### src/mhk_pkg.sv
`timescale 1ns / 1ps
// ----------------------------------------------------------------------------
// mhk_pkg: shared definitions for the key hash block
// Mix constants, operand select codes and the control bundle that the
// sequencer hands to the datapath.
// ----------------------------------------------------------------------------
package mhk_pkg;

	localparam logic [31:0] MixMul    = 32'h5bd1_e995;
	localparam int          WordShift = 24;
	localparam int          FinShiftA = 13;
	localparam int          FinShiftB = 15;
	localparam logic [31:0] SeedReset = 32'd97;

	// operand select codes for the shared multiplier
	localparam logic [2:0] OP_WORD = 3'd0;
	localparam logic [2:0] OP_KMIX = 3'd1;
	localparam logic [2:0] OP_HASH = 3'd2;
	localparam logic [2:0] OP_TAIL = 3'd3;
	localparam logic [2:0] OP_FIN  = 3'd4;

	typedef struct packed {
		logic       busy;
		logic [2:0] op_sel;
		logic       mul_en;
		logic       k_load;
		logic       k_clear;
		logic       h_fold;
		logic       out_load;
	} ctl_t;

	// byte mask for a short word of one to three bytes
	function automatic logic [31:0] tail_mask(input logic [1:0] nbytes);
		logic [31:0] m;
		case (nbytes)
			2'd1: m = 32'h0000_00ff;
			2'd2: m = 32'h0000_ffff;
			default: m = 32'h00ff_ffff;
		endcase
		return m;
	endfunction

endpackage

### src/mhk_mul.sv
`timescale 1ns / 1ps
// ----------------------------------------------------------------------------
// mhk_mul: shared mix multiplier
// Multiplies the selected operand by the mix constant modulo 2^32 and
// registers the product when enabled.
// ----------------------------------------------------------------------------
module mhk_mul (
	input  logic        clk,
	input  logic        en,
	input  logic [31:0] operand,
	output logic [31:0] product_q
);
	import mhk_pkg::*;

	logic [31:0] full;

	// low word of the product is all the hash needs
	assign full = operand * MixMul;

	always_ff @(posedge clk) begin
		if (en) begin
			product_q <= full;
		end
	end

endmodule

### src/mhk_ctrl.sv
`timescale 1ns / 1ps
// ----------------------------------------------------------------------------
// mhk_ctrl: word sequencer
// Steps one key word through the full mix or the tail path (none if empty)
// on the shared multiplier, then through finalization if it closes the key.
// ----------------------------------------------------------------------------
module mhk_ctrl (
	input  logic         clk,
	input  logic         arst_n,
	input  logic         start,
	input  logic         nb_full,
	input  logic         nb_zero,
	input  logic         last,
	input  logic         out_free,
	output mhk_pkg::ctl_t ctl
);
	import mhk_pkg::*;

	localparam logic [2:0] ST_IDLE = 3'd0;
	localparam logic [2:0] ST_K1   = 3'd1;
	localparam logic [2:0] ST_K2   = 3'd2;
	localparam logic [2:0] ST_H    = 3'd3;
	localparam logic [2:0] ST_TAIL = 3'd4;
	localparam logic [2:0] ST_FOLD = 3'd5;
	localparam logic [2:0] ST_FIN1 = 3'd6;
	localparam logic [2:0] ST_FIN2 = 3'd7;

	logic [2:0] state_q;
	logic [2:0] state_d;
	logic       last_q;

	// next state
	always_comb begin
		state_d = state_q;
		case (state_q)
			ST_IDLE: begin
				if (start) begin
					if (nb_full) begin
						state_d = ST_K1;
					end else if (!nb_zero) begin
						state_d = ST_TAIL;
					end else if (last) begin
						state_d = ST_FIN1;
					end
				end
			end
			ST_K1:   state_d = ST_K2;
			ST_K2:   state_d = ST_H;
			ST_H:    state_d = ST_FOLD;
			ST_TAIL: state_d = ST_FOLD;
			ST_FOLD: state_d = last_q ? ST_FIN1 : ST_IDLE;
			ST_FIN1: state_d = ST_FIN2;
			ST_FIN2: state_d = out_free ? ST_IDLE : ST_FIN2;
			default: state_d = ST_IDLE;
		endcase
	end

	always_ff @(posedge clk or negedge arst_n) begin
		if (!arst_n) begin
			state_q <= ST_IDLE;
			last_q  <= 1'b0;
		end else begin
			state_q <= state_d;
			if (start) begin
				last_q <= last;
			end
		end
	end

	// datapath controls per state
	always_comb begin
		ctl          = '0;
		ctl.busy     = (state_q != ST_IDLE);
		ctl.op_sel   = OP_WORD;
		case (state_q)
			ST_K1: begin
				ctl.op_sel = OP_WORD;
				ctl.mul_en = 1'b1;
			end
			ST_K2: begin
				ctl.op_sel = OP_KMIX;
				ctl.mul_en = 1'b1;
			end
			ST_H: begin
				ctl.op_sel = OP_HASH;
				ctl.mul_en = 1'b1;
				ctl.k_load = 1'b1;
			end
			ST_TAIL: begin
				ctl.op_sel  = OP_TAIL;
				ctl.mul_en  = 1'b1;
				ctl.k_clear = 1'b1;
			end
			ST_FOLD: begin
				ctl.h_fold = 1'b1;
			end
			ST_FIN1: begin
				ctl.op_sel = OP_FIN;
				ctl.mul_en = 1'b1;
			end
			ST_FIN2: begin
				ctl.out_load = out_free;
			end
			default: begin
				ctl.op_sel = OP_WORD;
			end
		endcase
	end

endmodule

### src/murmur2_key_hash.sv
`timescale 1ns / 1ps
// ----------------------------------------------------------------------------
// murmur2_key_hash: 32-bit MurmurHash2 of a streamed key
// Hashes a key given as little-endian 32-bit words with one shared
// constant multiplier under a small sequencer.
// ----------------------------------------------------------------------------
// Usage:
//   The input channel takes one key word per beat (in_valid / in_stall).
//   is_first loads the running hash with hash_seed ^ key_length; is_last
//   makes the block finalize and deliver one hash on the output channel
//   (out_valid / out_stall). hash_seed is written through cfg_wr_en and
//   cfg_wr_data by the user while the block is idle (not enforced).
//   Each word runs on the single multiplier that does every multiply: a full
//   word steps through the word, key mix and hash multiplies and a fold, a
//   short word through the tail multiply and a fold, with the input stalled;
//   an empty word that is not last is only taken. A last word adds a final
//   multiply and an output step that waits until the output register frees.
//   The output register frees the input side: a new word is taken while a
//   hash waits. If a second hash finishes while the first is still stalled,
//   the sequencer waits in its final step until the output register frees.
//   Reset sets hash_seed to 97, clears the running hash and empties the
//   output register.
// ----------------------------------------------------------------------------
module murmur2_key_hash (
	input  logic        clk,
	input  logic        arst_n,
	input  logic        cfg_wr_en,
	input  logic [31:0] cfg_wr_data,
	input  logic        in_valid,
	output logic        in_stall,
	input  logic [31:0] key_word,
	input  logic [2:0]  word_bytes,
	input  logic        is_first,
	input  logic        is_last,
	input  logic [30:0] key_length,
	output logic        out_valid,
	input  logic        out_stall,
	output logic [31:0] hash_value
);
	import mhk_pkg::*;

	ctl_t        ctl;
	logic        in_beat;
	logic        out_free;
	logic [31:0] seed_q;
	logic [31:0] h_q;
	logic [31:0] k_q;
	logic [31:0] word_q;
	logic [1:0]  nbytes_q;
	logic [31:0] p_q;
	logic [31:0] operand;
	logic        out_valid_q;
	logic [31:0] hash_q;
	logic [31:0] fin_value;

	assign in_stall  = ctl.busy;
	assign in_beat   = in_valid && !ctl.busy;
	assign out_free  = !out_valid_q || !out_stall;

	// sequencer
	mhk_ctrl u_ctrl (
		.clk      (clk),
		.arst_n   (arst_n),
		.start    (in_beat),
		.nb_full  (word_bytes[2]),
		.nb_zero  (word_bytes == 3'd0),
		.last     (is_last),
		.out_free (out_free),
		.ctl      (ctl)
	);

	// operand select for the shared multiplier
	always_comb begin
		case (ctl.op_sel)
			OP_WORD: operand = word_q;
			OP_KMIX: operand = p_q ^ (p_q >> WordShift);
			OP_HASH: operand = h_q;
			OP_TAIL: operand = h_q ^ (word_q & tail_mask(nbytes_q));
			OP_FIN:  operand = h_q ^ (h_q >> FinShiftA);
			default: operand = '0;
		endcase
	end

	mhk_mul u_mul (
		.clk       (clk),
		.en        (ctl.mul_en),
		.operand   (operand),
		.product_q (p_q)
	);

	// seed register and running hash
	always_ff @(posedge clk or negedge arst_n) begin
		if (!arst_n) begin
			seed_q <= SeedReset;
			h_q    <= '0;
		end else begin
			if (cfg_wr_en) begin
				seed_q <= cfg_wr_data;
			end
			if (in_beat && is_first) begin
				h_q <= seed_q ^ {1'b0, key_length};
			end else if (ctl.h_fold) begin
				h_q <= p_q ^ k_q;
			end
		end
	end

	// word capture and mixed key hold
	always_ff @(posedge clk) begin
		if (in_beat) begin
			word_q   <= key_word;
			nbytes_q <= word_bytes[1:0];
		end
		if (ctl.k_load) begin
			k_q <= p_q;
		end else if (ctl.k_clear) begin
			k_q <= '0;
		end
	end

	// output register
	assign fin_value = p_q ^ (p_q >> FinShiftB);

	always_ff @(posedge clk or negedge arst_n) begin
		if (!arst_n) begin
			out_valid_q <= 1'b0;
		end else if (ctl.out_load) begin
			out_valid_q <= 1'b1;
		end else if (!out_stall) begin
			out_valid_q <= 1'b0;
		end
	end

	always_ff @(posedge clk) begin
		if (ctl.out_load) begin
			hash_q <= fin_value;
		end
	end

	assign out_valid  = out_valid_q;
	assign hash_value = hash_q;

	// a finished hash never overwrites one still waiting
	a_no_overwrite: assert property (@(posedge clk) disable iff (!arst_n)
		ctl.out_load |-> (!out_valid_q || !out_stall))
		else $error("hash loaded over a stalled result");

	// a fold always follows a multiply
	a_fold_after_mul: assert property (@(posedge clk) disable iff (!arst_n)
		ctl.h_fold |-> $past(ctl.mul_en))
		else $error("fold without a preceding multiply");

	// register updates are exclusive steps
	a_onehot_steps: assert property (@(posedge clk) disable iff (!arst_n)
		$onehot0({ctl.k_load, ctl.k_clear, ctl.h_fold, ctl.out_load}))
		else $error("more than one datapath step at once");

	// the running hash holds while finalization runs
	a_hash_holds: assert property (@(posedge clk) disable iff (!arst_n)
		ctl.out_load |-> $stable(h_q))
		else $error("running hash changed during finalization");

endmodule
### config.mk
export PLATFORM = sky130hd
export DESIGN_NAME = murmur2_key_hash
export DESIGN_NICKNAME = d
export VERILOG_FILES = /design/src/mhk_pkg.sv /design/src/mhk_mul.sv /design/src/mhk_ctrl.sv /design/src/murmur2_key_hash.sv
export SDC_FILE = /design/constraint.sdc
export NUM_CORES = 1
export LEC_CHECK = 0
export BUFFER_PORTS_ARGS = -buffer_cell sky130_fd_sc_hd__buf_2
export CAP_MARGIN = 20
export CORE_AREA = 2 2 192 194
export CTS_CLUSTER_DIAMETER = 40
export DETAILED_ROUTE_END_ITERATION = 10
export DIE_AREA = 0 0 194 196
export MAX_ROUTING_LAYER = met4
export PLACE_DENSITY_LB_ADDON = 0.08
export SLEW_MARGIN = 5
export SYNTH_ARGS = -nofsm -noshare
export SYNTH_HDL_FRONTEND = slang
export SYNTH_SLANG_ARGS = --single-unit
### constraint.sdc
create_clock -name clk -period 14.7 [get_ports clk]
set_clock_uncertainty 0.05 [all_clocks]
set_input_delay 0 -clock clk [delete_from_list [all_inputs] [get_ports clk]]
set_output_delay 0 -clock clk [all_outputs]
set_load 0.005 [all_outputs]
Yosys cells after proc, flatten, opt, wreduce, memory -nomap -nowiden
Cells that the tools add are included.
{ "word_totals": {"register_bits": 199, "inputBits": 105} }
{ "classes": {"eq_ne": 16, "n_mux": 22, "n_reduce_logical": 15, "n_mul": 1, "bitwise_logic": 7} }
{ "op_table": {"columns": ["op", "n"], "rows": [
  ["$mux W32", 5],
  ["$pmux W32 S5", 1],
  ["$xor A32 B32 Y32", 2],
  ["$pmux W24 S2", 1],
  ["$and A32 B32 Y32", 1],
  ["$mul A32 B31 Y32 const B", 1],
  ["$xor A32 B17 Y32", 1],
  ["$xor A32 B19 Y32", 1],
  ["$xor A32 B31 Y32", 1],
  ["$xor A32 B8 Y32", 1],
  ["$pmux W3 S7", 1],
  ["$mux W3", 6],
  ["$eq A3 B3 Y1 const B", 5],
  ["$eq A3 B2 Y1 const B", 4],
  ["$pmux W3 S4", 1],
  ["$logic_not A3 Y1", 3],
  ["$mux W1", 7],
  ["$eq A3 B1 Y1 const B", 2],
  ["$reduce_or A5 Y1", 1],
  ["$ne A4 B4 Y1 const B", 1],
  ["$reduce_bool A2 Y1", 2],
  ["$logic_not A1 Y1", 3],
  ["$reduce_bool A3 Y1", 1],
  ["$eq A2 B1 Y1 const B", 1],
  ["7 further kinds", 8]
]} }

Longest topological paths before layout
{ "logic_depth": {"word_depth": 8, "depth_mapped": 33} }

By module
A second synthesis with hierarchy kept.
{ "unflattened": {"hier_cells": 1710, "area_unflattened_um2": 18407.7} }
{ "by_module_without_submodules": {"columns": ["module", "area_each_um2", "seq_area_each_um2", "cells_per_inst", "n_inst"], "rows": [
  ["mhk_mul", 9865.7, 960.9, 971, 1],
  ["murmur2_key_hash", 8214.1, 4573.1, 698, 1],
  ["mhk_ctrl", 327.8, 100.1, 41, 1]
]} }

Worst setup path before layout
OpenSTA, ideal clock, no wires.
{ "synth_timing": {"path_type": "reg2reg", "from": "register u_ctrl.state_q[1]", "to": "register u_mul.product_q[31] (data pin)", "setup_slack_ps": 6248, "synth_period_minus_slack_ps": 8452, "stages_incl_launch_ff": 32, "required_time_ps": 14388, "path_buffers": 5, "arrival_time_ps": 8140, "setup_time_ps": 262, "cell_sequence": "dfrtp_1 -> buf_2 -> buf_4 -> buf_2 -> inv_1 -> clkbuf_1 -> clkbuf_1 -> a221oi_1 -> o21ai_0 -> fa_1 -> ha_1 -> inv_1 -> fa_1 -> inv_1 -> ha_1 -> fa_1 -> inv_1 -> fa_1 -> inv_1 -> fa_1 -> inv_1 -> fa_1 -> inv_1 -> ha_1 -> a21o_1 -> a21oi_1 -> nor2b_1 -> o41a_1 -> o41ai_1 -> o2111ai_1 -> o31ai_1 -> xnor2_1"} }
{ "synth_via": {"elab_chain_len": 5, "word_cells_on_any_way": 12} }
{ "synth_rtl": {"columns": ["element", "line", "rtl"], "rows": [
  ["from (decl)", "mhk_ctrl.sv:28", "logic [2:0] state_q;"],
  ["from (signal assigned)", "mhk_ctrl.sv:63", "state_q <= state_d;"],
  ["$eq A3 B3 Y1 or $eq A3 B2 Y1 (tied branches)", "mhk_ctrl.sv:75", "case (state_q)"],
  ["$pmux W3 S4 *", "mhk_ctrl.sv:75", null],
  ["$eq A3 B3 Y1 (tied with other cells)", "murmur2_key_hash.sv:74", "case (ctl.op_sel)"],
  ["$pmux W32 S5 *", "murmur2_key_hash.sv:74", null],
  ["net operand[1]", "murmur2_key_hash.sv:51", "logic [31:0] operand;"],
  ["$mul A32 B31 Y32 *", "mhk_mul.sv:18", "assign full = operand * MixMul;"],
  ["net u_mul.full[31]", "mhk_mul.sv:15", "logic [31:0] full;"],
  ["to (signal assigned)", "mhk_mul.sv:22", "product_q <= full;"],
  ["to (decl)", "mhk_mul.sv:11", "output logic [31:0] product_q"]
]} }
The timed path passes the listed nets; every way through them passes the cells marked *.
A chain may end at the register's enable or synchronous reset.

Final worst setup path
{ "layout_timing": {"from": "register u_ctrl.state_q[0]", "to": "register u_mul.product_q[31] (data pin)"} }
{ "layout_via": {"elab_chain_len": 5, "word_cells_on_any_way": 12} }
{ "layout_rtl": {"columns": ["element", "line"], "rows": [
  ["$eq A3 B3 Y1 or $eq A3 B2 Y1 (tied branches)", "mhk_ctrl.sv:75"],
  ["$pmux W3 S4 *", "mhk_ctrl.sv:75"],
  ["$eq A3 B3 Y1 (tied with other cells)", "murmur2_key_hash.sv:74"],
  ["$pmux W32 S5 *", "murmur2_key_hash.sv:74"],
  ["$mul A32 B31 Y32 *", "mhk_mul.sv:18"],
  ["net u_mul.full[31]", "mhk_mul.sv:15"]
]} }
Marks and branches as above.

==> summary.md <==
| Metric | Value |
|---|---|
| Synth area leader | `edfxtp_1` |
| Asr flop ratio synth | `34.7%` |
| Antenna-violating nets left | `0` |
| Final period utilization | `60.4%` |
| Setup_tns | `0 ps` |
| Setup slack, reg-to-reg | `5820 ps` |
| Wirelength per Cell | `21.0 um` |
| Top FF cell, synth | `edfxtp_1` |
| Die Area | `38000 sq um` |
| Final Max Slew Viols | `0` |
| Post-CTS Setup Bufs | `0` |
| GRT overflow | `0` |
| Initial antenna violation count | `0` |
| Yosys top cell area share | `21.5%` |
| Flop and latch count out of synthesis | `199` |
| Post-synth top cells | `inv_1, ha_1, fa_1` |
| Cells after synthesis | `1689` |
| Count of input and output buffers | `roughly 140` |
| Unrepaired setup endpoints after global routing | `false` |
| CP Class | `reg2reg` |
| HP Class | `in2async` |
| First drt pass iteration count | `6` |
| Vias | `between 10000 and 15000` |
| Reg clk slew, reported paths | `about 80 ps` |
| Arrival time worst endpoint | `9030 ps` |
| Slew Limit Headroom | `36.3%` |
| I/O pin cnt | `139` |
| Final setup viols | `0` |
| Run status | `complete, no violations` |
| Min cycle time layout | `8880 ps` |
| Global-route wire length before repair | `78800 um` |
| Sequential area share after synthesis | `a little under a third` |
| Yosys warnings | `0` |
| H-tree levels | `4` |
| Vias in the first global route | `between 10000 and 15000` |
| Die width | `slightly below 200 um` |
| Max incr delay on CP | `720 ps` |
| Max-Cap Viols | `0` |
| Die height | `196 um` |
| Drt total wl | `50500 um` |
| Critical path data required time | `approximately 15000 ps` |
| Worst Path Max Fanout | `18` |
| Hold Vio Cnt, Final | `0` |
| HPWL Detailed | `38800 um` |
| Net count, final | `around 2400` |
| CTS tree | `yes` |
| Pin count of the biggest net entering global routing | `70` |
| Post-synth EDFFs | `130` |
| Sink Count | `roughly 200` |
| Inserted Clock Buffers | `17` |
| Vias per cell | `around 5.3` |
| Area contributors post-synth | `edfxtp_1, fa_1, ha_1` |
| Site Rows | `70` |
| Slowest CP cell | `nor2b_1` |
| Nature of the critical path endpoint | `flip-flop` |
| Starting Density | `50.3%` |
| Worst setup SP type | `flip-flop` |
| Most numerous cell in the Yosys netlist | `inv_1` |
| CTS Buffer Depth | `2` |
| F_max | `0.113 GHz` |
| Layout cells sized above 1 | `between 10% and 20%` |
| Diodes inserted | `0` |
| DRC Markers | `0` |
| Worst-skew pair later-pin latency | `450 ps` |
| Syn_nets | `2189` |
| Global-route usage over all layers | `28.4%` |
| Syn_area_per_cell | `~11 sq um` |
| Synthesized cell area | `18200 sq um` |
| Root buf cell | `clkbuf_16` |
| Initial DRC Count | `828` |
| Unique masters post-synth | `slightly above 70` |
| Area Growth Syn to Fin | `15.5%` |
| Least-Margin Pin Slew | `approximately 960 ps` |
| Core Region | `36100 sq um` |
| Final Wtd Congestion | `0.920` |
path summary, 6_finish.rpt:
path | from | end | depth (start not counted)
max reg2reg | u_ctrl.state_q[0] | u_mul.product_q[31] | 28
max | u_ctrl.state_q[0] | u_mul.product_q[31] | 28
max in group asynchronous | arst_n | h_q[2] | 2
min | arst_n | seed_q[29] | 2
min in group clk | cfg_wr_en | seed_q[1] | 2
min reg2reg | seed_q[31] | seed_q[31] | 1
cell usage in the layout, fill, tap and decap left out, types with 10 or more instances in the layout:
master,synthesis,routed
buf_2,6,137
a22oi_1,11,11
nand2_1,27,25
a221o_1,10,10
nor2_1,97,97
buf_4,2,19
fa_1,179,179
dfrtp_1,66,66
ha_1,216,216
nand3_1,11,11
edfxtp_1,130,130
a211oi_1,10,10
inv_1,358,358
mux2_2,34,34
a21oi_1,114,113
xor2_1,67,67
clkbuf_16,0,17
o21ai_0,41,37
a21o_1,15,15
and2_1,36,36
dlygate4sd3_1,0,102
a221oi_1,10,10
xnor2_1,86,86
layout make-up:
cell class | count | area [sq um]
fillers | 3116 | 15100
multi-input cells | 1085 | 11000
flip-flops and latches | 199 | 5630
repair buffers | 258 | 1850
inverters | 358 | 1340
well taps | 468 | 586
clock buffers | 18 | 429
clock inverters | 14 | 139
routing by layer:
layer,vias up,routed length [um],GRT usage [%]
met3,64,2110,2.82
met2,324,24500,47.0
met5,-,0,-
met4,0,1430,8.16
met1,6293,22500,37.3
li1,6007,-,-
sequential cells by signal, indices dropped and copies added, names as in the netlist:
signal           count
hash_value          32
seed_q              32
out_valid            1
word_q              32
u_ctrl.last_q        1
k_q                 32
u_ctrl.state_q       3
u_mul.product_q     32
h_q                 32
nbytes_q             2
stage by stage:
stage          worst slack, ps  hold WS [ps]  instances  utilization [%]  area [sq um]
6_report                  5820           171       2400             58.1         21000
5_1_grt                   5280           211       2400             58.1         21000
4_1_cts                   5890           190       2400             58.1         21000
3_5_place_dp              5900           128       2266             53.7         19400
3_3_place_gp              6050           128       2266             53.7         19400
2_1_floorplan             6250          -346       1689                -         18200
kinds of logic after synthesis:
kind of cell / after synthesis / share of synthesized area [%]
xor+xnor: 154 / 7.50
compound gates: 267 / 9.49
buf+inv: 405 / 8.58
mux: 39 / 2.38
flops: 199 / 31.0
fa+ha+maj: 395 / 34.6
simple gates: 230 / 6.39
worst max-delay path: cells and delay by family, from the launching register on:
kind                     cells  cell delay, ps
AO/OA/AOI/OAI                9            2450
buffers and inverters        7             690
flip-flops                   1             690
adder cells (fa/ha/maj)      9            3850
XOR/XNOR                     1             100
AND/OR/NAND/NOR              2             800
timing repair:
| item | CTS | global route |
|---|---|---|
| endpoints found under the setup margin | 0 | 0 |
| hold buffers | 102 | 0 |
| hold endpoints to repair | 172 | 0 |
| resized for setup | 0 | 0 |
Power is left out: the tool's default activity adds up to more than one toggle a clock period on the data nets, which glitch-free logic cannot reach.
